**src/rtl/core/ffpa_pkg.sv**
```systemverilog
// ----------------------------------------------------------------------------
// ffpa_pkg
// Shared types and constants of the first-fit partition allocator: request
// and response payloads, request kinds, status codes and the control bundle
// between controller and datapath.
// ----------------------------------------------------------------------------
`default_nettype none

package ffpa_pkg;

	localparam int MAX_PARTITIONS = 128;
	localparam int ADDR_BITS      = 16;
	localparam int IDX_W          = (MAX_PARTITIONS > 1) ? $clog2(MAX_PARTITIONS) : 1;
	localparam int CNT_W          = $clog2(MAX_PARTITIONS + 1);

	typedef enum logic [1:0] {
		KIND_ADD   = 2'd0,
		KIND_ALLOC = 2'd1,
		KIND_FREE  = 2'd2,
		KIND_NONE  = 2'd3
	} kind_t;

	typedef enum logic [1:0] {
		ST_OK       = 2'd0,
		ST_FULL     = 2'd1,
		ST_NOFIT    = 2'd2,
		ST_NOTFOUND = 2'd3
	} status_t;

	typedef struct packed {
		kind_t                kind;
		logic [ADDR_BITS-1:0] start_address;
		logic [ADDR_BITS-1:0] request_size;
	} req_t;

	typedef struct packed {
		status_t              status;
		logic [ADDR_BITS-1:0] granted_address;
	} rsp_t;

	// One table entry as stored in the partition memory
	typedef struct packed {
		logic [ADDR_BITS-1:0] start;
		logic [ADDR_BITS-1:0] size;
	} entry_t;

	// Controller to datapath
	typedef struct packed {
		logic start;   // load a new request, rewind the scan
		logic scan;    // walk the table
		logic finish;  // commit table update and load the response
	} cmd_t;

	// Datapath to controller
	typedef struct packed {
		logic scan_done;  // match seen, table exhausted, or no scan needed
		logic out_free;   // response register can take a result this cycle
	} stat_t;

endpackage

`default_nettype wire

```
**src/rtl/core/ffpa_ctrl.sv**
```systemverilog
// ----------------------------------------------------------------------------
// ffpa_ctrl
// Request sequencer: accepts a request, runs the table scan, then commits the
// result once the response register has room.
// ----------------------------------------------------------------------------
`default_nettype none

module ffpa_ctrl
	import ffpa_pkg::*;
(
	input  wire   clk,
	input  wire   arst_n,
	input  wire   req_valid,
	output logic  req_stall,
	input  stat_t st,
	output cmd_t  cmd
);

	typedef enum logic [2:0] {
		S_IDLE = 3'b001,
		S_SCAN = 3'b010,
		S_FIN  = 3'b100
	} state_t;

	state_t state_q;
	state_t state_d;

	// Take a request only while idle
	assign req_stall = (state_q != S_IDLE);

	// Next state and commands
	always_comb begin
		state_d    = state_q;
		cmd        = '0;
		unique case (state_q)
			S_IDLE: begin
				if (req_valid) begin
					cmd.start = 1'b1;
					state_d   = S_SCAN;
				end
			end
			S_SCAN: begin
				cmd.scan = 1'b1;
				if (st.scan_done) begin
					state_d = S_FIN;
				end
			end
			S_FIN: begin
				if (st.out_free) begin
					cmd.finish = 1'b1;
					state_d    = S_IDLE;
				end
			end
			default: begin
				state_d = S_IDLE;
			end
		endcase
	end

	// Advance the state
	always_ff @(posedge clk or negedge arst_n) begin
		if (!arst_n) begin
			state_q <= S_IDLE;
		end else begin
			state_q <= state_d;
		end
	end

endmodule

`default_nettype wire

```
**src/rtl/core/ffpa_dp.sv**
```systemverilog
// ----------------------------------------------------------------------------
// ffpa_dp
// Allocator datapath: request register, partition memory with registered
// read, used-mark flops, scan counter, match logic and response register.
// ----------------------------------------------------------------------------
`default_nettype none

module ffpa_dp
	import ffpa_pkg::*;
(
	input  wire   clk,
	input  wire   arst_n,
	input  req_t  req,
	input  cmd_t  cmd,
	output stat_t st,
	output logic  rsp_valid,
	input  wire   rsp_stall,
	output rsp_t  rsp
);

	entry_t mem [MAX_PARTITIONS];

	req_t                req_q;
	logic [CNT_W-1:0]    count_q;
	logic [MAX_PARTITIONS-1:0] used_q;
	logic [CNT_W-1:0]    scan_idx_q;
	logic                rd_vld_s1;
	logic [IDX_W-1:0]    rd_idx_s1;
	entry_t              rd_data_s1;
	logic                found_q;
	logic [IDX_W-1:0]    hit_idx_q;
	logic [ADDR_BITS-1:0] hit_start_q;
	logic                rsp_valid_q;
	rsp_t                rsp_q;

	logic scan_kind;
	logic match_s1;
	logic issue;
	logic exhausted;
	logic table_full;
	logic add_ok;

	assign scan_kind  = (req_q.kind == KIND_ALLOC) || (req_q.kind == KIND_FREE);
	assign table_full = (count_q == CNT_W'(MAX_PARTITIONS));
	assign add_ok     = cmd.finish && (req_q.kind == KIND_ADD) && !table_full;

	// Compare the entry read last cycle against the request
	always_comb begin
		match_s1 = 1'b0;
		if (rd_vld_s1) begin
			if (req_q.kind == KIND_ALLOC) begin
				match_s1 = !used_q[rd_idx_s1] && (rd_data_s1.size >= req_q.request_size);
			end else begin
				match_s1 = (rd_data_s1.start == req_q.start_address);
			end
		end
	end

	assign exhausted    = (scan_idx_q == count_q) && !rd_vld_s1;
	assign issue        = cmd.scan && scan_kind && !match_s1 && (scan_idx_q < count_q);
	assign st.scan_done = !scan_kind || match_s1 || exhausted;
	assign st.out_free  = !rsp_valid_q || !rsp_stall;

	// Partition memory: write on add, registered read during the scan
	always_ff @(posedge clk) begin
		if (add_ok) begin
			mem[count_q[IDX_W-1:0]] <= '{start: req_q.start_address,
			                            size:  req_q.request_size};
		end
		if (issue) begin
			rd_data_s1 <= mem[scan_idx_q[IDX_W-1:0]];
		end
	end

	// Hold the request and the hit entry
	always_ff @(posedge clk) begin
		if (cmd.start) begin
			req_q <= req;
		end
		if (issue) begin
			rd_idx_s1 <= scan_idx_q[IDX_W-1:0];
		end
		if (cmd.scan && match_s1) begin
			hit_idx_q   <= rd_idx_s1;
			hit_start_q <= rd_data_s1.start;
		end
	end

	// Scan control: counter, read pipeline valid, found flag
	always_ff @(posedge clk or negedge arst_n) begin
		if (!arst_n) begin
			scan_idx_q <= '0;
			rd_vld_s1  <= 1'b0;
			found_q    <= 1'b0;
		end else begin
			rd_vld_s1 <= issue;
			if (cmd.start) begin
				scan_idx_q <= '0;
				found_q    <= 1'b0;
			end else begin
				if (issue) begin
					scan_idx_q <= scan_idx_q + 1'b1;
				end
				if (cmd.scan && match_s1) begin
					found_q <= 1'b1;
				end
			end
		end
	end

	// Commit the table update: count and used marks
	always_ff @(posedge clk or negedge arst_n) begin
		if (!arst_n) begin
			count_q <= '0;
			used_q  <= '0;
		end else if (cmd.finish) begin
			if (add_ok) begin
				count_q                     <= count_q + 1'b1;
				used_q[count_q[IDX_W-1:0]]  <= 1'b0;
			end
			if (found_q && (req_q.kind == KIND_ALLOC)) begin
				used_q[hit_idx_q] <= 1'b1;
			end
			if (found_q && (req_q.kind == KIND_FREE)) begin
				used_q[hit_idx_q] <= 1'b0;
			end
		end
	end

	// Response valid: set on commit, drop once transferred
	always_ff @(posedge clk or negedge arst_n) begin
		if (!arst_n) begin
			rsp_valid_q <= 1'b0;
		end else if (cmd.finish) begin
			rsp_valid_q <= 1'b1;
		end else if (!rsp_stall) begin
			rsp_valid_q <= 1'b0;
		end
	end

	// Response payload
	always_ff @(posedge clk) begin
		if (cmd.finish) begin
			rsp_q.granted_address <= '0;
			unique case (req_q.kind)
				KIND_ADD: begin
					rsp_q.status <= table_full ? ST_FULL : ST_OK;
				end
				KIND_ALLOC: begin
					rsp_q.status <= found_q ? ST_OK : ST_NOFIT;
					if (found_q) begin
						rsp_q.granted_address <= hit_start_q;
					end
				end
				KIND_FREE: begin
					rsp_q.status <= found_q ? ST_OK : ST_NOTFOUND;
				end
				default: begin
					rsp_q.status <= ST_OK;
				end
			endcase
		end
	end

	assign rsp_valid = rsp_valid_q;
	assign rsp       = rsp_q;

endmodule

`default_nettype wire

```
**src/rtl/core/first_fit_partition_allocator.sv**
```systemverilog
// ----------------------------------------------------------------------------
// first_fit_partition_allocator
// Table of fixed memory partitions serving add, first-fit allocate and
// free-by-start requests, one response per request.
//
//   channel  payload  handshake             direction
//   req      req_t    req_valid/req_stall   into the block
//   rsp      rsp_t    rsp_valid/rsp_stall   out of the block
//
// Add and unknown requests need no scan and go straight on to commit.
// Allocate and free scan the table one entry per cycle through the
// partition memory read port, stopping at the first match.
// A new request is taken once the previous one is committed, while its
// response may still wait in the response register.
// Reset empties the table and clears all used marks; no clearing pass.
// ----------------------------------------------------------------------------
`default_nettype none

module first_fit_partition_allocator
	import ffpa_pkg::*;
(
	input  wire  clk,
	input  wire  arst_n,
	input  wire  req_valid,
	output logic req_stall,
	input  req_t req,
	output logic rsp_valid,
	input  wire  rsp_stall,
	output rsp_t rsp
);

	cmd_t  cmd;
	stat_t st;

	ffpa_ctrl u_ctrl (
		.clk       (clk),
		.arst_n    (arst_n),
		.req_valid (req_valid),
		.req_stall (req_stall),
		.st        (st),
		.cmd       (cmd)
	);

	ffpa_dp u_dp (
		.clk       (clk),
		.arst_n    (arst_n),
		.req       (req),
		.cmd       (cmd),
		.st        (st),
		.rsp_valid (rsp_valid),
		.rsp_stall (rsp_stall),
		.rsp       (rsp)
	);

endmodule

`default_nettype wire

```
**config.mk**
```make
export PLATFORM = sky130hd
export DESIGN_NAME = first_fit_partition_allocator
export DESIGN_NICKNAME = d
export VERILOG_FILES = /design/src/rtl/core/ffpa_pkg.sv /design/src/rtl/core/ffpa_ctrl.sv /design/src/rtl/core/ffpa_dp.sv /design/src/rtl/core/first_fit_partition_allocator.sv
export SDC_FILE = /design/constraint.sdc
export NUM_CORES = 2
export LEC_CHECK = 0
export CORE_MARGIN = 3
export CORE_UTILIZATION = 62
export DETAILED_ROUTE_END_ITERATION = 10
export DONT_BUFFER_PORTS = 1
export PLACE_DENSITY = 0.78
export SLEW_MARGIN = 25
export SYNTH_ARGS = -nofsm -noshare
export SYNTH_HDL_FRONTEND = slang
export SYNTH_HIERARCHICAL = 1
export SYNTH_SLANG_ARGS = --single-unit
```
**constraint.sdc**
```tcl
create_clock -name clk -period 6.8 [get_ports clk]
set_clock_uncertainty 0.15 [all_clocks]
set_input_delay 1.02 -clock clk [delete_from_list [all_inputs] [get_ports clk]]
set_output_delay 1.02 -clock clk [all_outputs]
set_load 0.01 [all_outputs]
```
==> flow_summary.toml <==
[outcome]
outcome = "finished, final reports clean"

[logic_synthesis]
synth-seq-area-share_pct = 77.39
synth_cell_types = 53
syn-cell-area_sq_um = 168200
yosys_warnings = 6
synth_seq_cells = 4360
synth_commonest_cells = "edfxtp_1, mux4_2, nor2_1"
synthTopCellsByArea = "edfxtp_1, mux4_2, dfrtp_1, nor2_1, clkbuf_1"
synth_largest_area_cell = "edfxtp_1"
async_reset_ff_share_pct = 3.440
synth.most_common_cell = "edfxtp_1"
synth-edff-count = 4210
synth_nets = 7167
ys.flop_type = "edfxtp_1"
yosysTopAreaCellShare_pct = 75.16
netlist_instances = 7098
postSynthAreaPerCell_sq_um = 23.70

[timing]
slew_headroom_pct = 24.51
hold_viol = 0
worst_pin_slew_ps = 1132
tns_ps = 0
fin_crit_sh_pct = 71.07
rsz0062_at_grt = "false"
timing.fmax_mhz = 206.9
min_period_ps = 4833
setup_viol = 0
slew_violations = 0

[worst_hold_path]
hold_path_class = "primary input to flip-flop"
hold_depth = 2

[critical_path]
cp_common_cell = "nand4_1"
critPathArrivalTime_ps = 5330
cp.required_ps = 7290
r2r_cells = 10
end_kind = "flip-flop"
startpoint_type = "flip-flop"
critPathBufInv = 2
crit_family = "simple AND/OR/NAND/NOR gates"
crit_path_max_fanout = 34
max_stage_delay_ps = 1060
crit_slowest_cell = "edfxtp_1"
cp.depth = 10
path_class = "flip-flop to flip-flop"
cp_cell_sequence = "buf_12 -> mux2i_1 -> a22oi_1 -> nand3_1 -> nand4_1 -> nand4_1 -> a31o_2 -> nand2_1 -> nor2_2 -> buf_4"

[power_and_ir_drop]
pwr-share-clk_pct = 36.8
seqPwrFrac_pct = 48.5
p_per_area_nw_per_um2 = 338.8
comb_power_share_pct = 14.7
switching_share_pct = 25.33
power.leakage_nw = 57.08
ir_worst_vdd_uv = 335.9
switchingPower_mw = 16.23
internal_power_mw = 47.84

[placed_design]
numPlacedInstances = 10541
gp_congestion = 1.040
dpl.hpwl_um = 254900
port_buffers = 0

[global_routing]
grt_first_pass_wirelength_um = 670900
grt_max_degree = 151
grt_pass1_vias = 84734
grt_overflow = 0
globalRouteTotalUtil_pct = 34.83
antenna_found_initial = 65

[route]
drc = 0
firstDrtPassIters = 8
ant_nets = 0
avgViaCountPerCell = 7.404
drtIter0Drc = 16063
wl_per_cell_um = 42.16
vias = 84273
drt-total-wl_um = 479900

[clocking]
cts_tree = "done"
cts_inserted_buffers = 419
cts_buffer_depth = 4
clkLatencyLatePin_ps = 1020
clock-sinks = 4360
cts_hold_buf = 36
ctsResizeCount = 0
htree_num_levels = 5
cts_setup_buffers = 0
cts_root_buffer = "clkbuf_16"
clkTransAtPathRegs_ps = 60

[final_layout]
syn_to_final_growth_pct = 12.40
multi_input_area_sq_um = 37370
nFillCells = 14533
instances_no_fill = 11382
drive_gt1_share_pct = 31.51
seq_area_sq_um = 130200
final_nets = 7518
final_util_pct = 70.32

[die]
ioPinCount = 58
die_area_sq_um = 277600
rows = 190
start_util_pct = 62.56
core_area_sq_um = 268900
die_h_um = 526.9
die_w_um = 526.9

[job]
cap_viol_max_count = 0
kinds of logic (layout without fill, tap and decap cells):
logic type,Yosys count,in the layout,synth area share (%)
flip-flops,4360,4360,77.39
multiplexers,1431,1431,18.66
AND/OR/NAND/NOR,496,496,1.288
buffers and inverters,422,1124,1.026
AO/OA/AOI/OAI,335,335,1.287
adder cells (fa/ha/maj),31,31,0.2306
XOR/XNOR,23,23,0.1198
other,0,30,0
sequential cells by signal, indices dropped and copies added, names as in the netlist, 3 cells and up:
register / cells
u_dp/count_q: 8
u_dp/hit_start_q: 16
u_dp/rd_idx_s1: 7
u_ctrl/state_q: 3
u_dp/req_q: 34
u_dp/scan_idx_q: 8
u_dp/used_q: 128
u_dp/hit_idx_q: 7
u_dp/rsp: 18
u_dp/mem: 4096
u_dp/rd_data_s1: 32
power groups by stage:
stage,logic (mW),clock network [mW],registers [mW]
2_1_floorplan,5.18,0,32.3
3_3_place_gp,8.77,0,31.6
3_5_place_dp,9.00,0,31.6
4_1_cts,9.26,23.7,31.1
5_1_grt,9.77,24.7,31.1
6_report,9.41,23.6,31.1
layout make-up:
type | instances | area share [%]
Tap cell | 3552 | 2.351
Timing Repair Buffer | 318 | 1.682
Inverter | 34 | 0.06750
Multi-Input combinational cell | 2316 | 19.77
Sequential cell | 4360 | 68.87
Antenna cell | 30 | 0.03971
Clock buffer | 493 | 5.775
Clock inverter | 279 | 1.452
routing by layer:
metal  part of all wire, %  global-route usage [%]
met5                 0.030                       0
met4                   4.8                   14.43
met3                    15                   10.47
met2                    47                   52.61
met1                    33                   48.59
worst reg2reg max path, delay by kind of cell (launching register included):
family	cells	cell delay [ps]
AND/OR/NAND/NOR	5	1610
flip-flops	1	1060
buffers and inverters	2	740
multiplexers	1	490
AO/OA/AOI/OAI	2	470
worst paths after layout:
path                       slack [ps]                             to                        start
setup / recovery                 1970  u_dp/hit_start_q[3]$_DFFE_PP_  u_dp/rd_idx_s1[1]$_DFFE_PP_
hold / removal                    100  u_ctrl/state_q[1]$_DFFE_PN0P_                    req_valid
setup reg to reg                 1970  u_dp/hit_start_q[3]$_DFFE_PP_  u_dp/rd_idx_s1[1]$_DFFE_PP_
hold reg to reg                   340    u_dp/used_q[89]$_DFFE_PN0P_  u_dp/used_q[89]$_DFFE_PN0P_
max in group asynchronous        5060   u_dp/used_q[100]$_DFFE_PN0P_                       arst_n
min in group asynchronous         720  u_ctrl/state_q[1]$_DFFE_PN0P_                       arst_n
through the flow:
| step | setup slack [ps] | total power, mW | hold slack [ps] | area (sq um) |
|---|---|---|---|---|
| final | 1967 | 64.06 | 95.46 | 189100 |
| after CTS | 2080 | 63.99 | 52.92 | 188900 |
| after global routing | 2050 | 65.51 | 75.73 | 189000 |
| after floorplan | 780.9 | 37.53 | 274.4 | 168200 |
| after global placement | 1659 | 40.41 | 308.9 | 174500 |
| after detailed placement | 1570 | 40.65 | 323.3 | 174900 |
cells in the final DEF (no fill, tap or decap), types with 37 or more instances in the layout:
cell type	netlist	layout
nand2_1	66	56
o21ai_0	165	165
edfxtp_1	4210	4210
clkbuf_16	0	424
clkbuf_1	246	64
nor2_4	0	128
mux4_2	1360	1360
nor2_1	298	166
buf_12	0	37
dfrtp_1	149	142
bufinv_16	0	46
buf_4	5	231
a22o_1	63	63
mux2_2	39	39
clkinv_2	0	84
clkinv_1	0	99
Power figures use the tool's default switching activity.
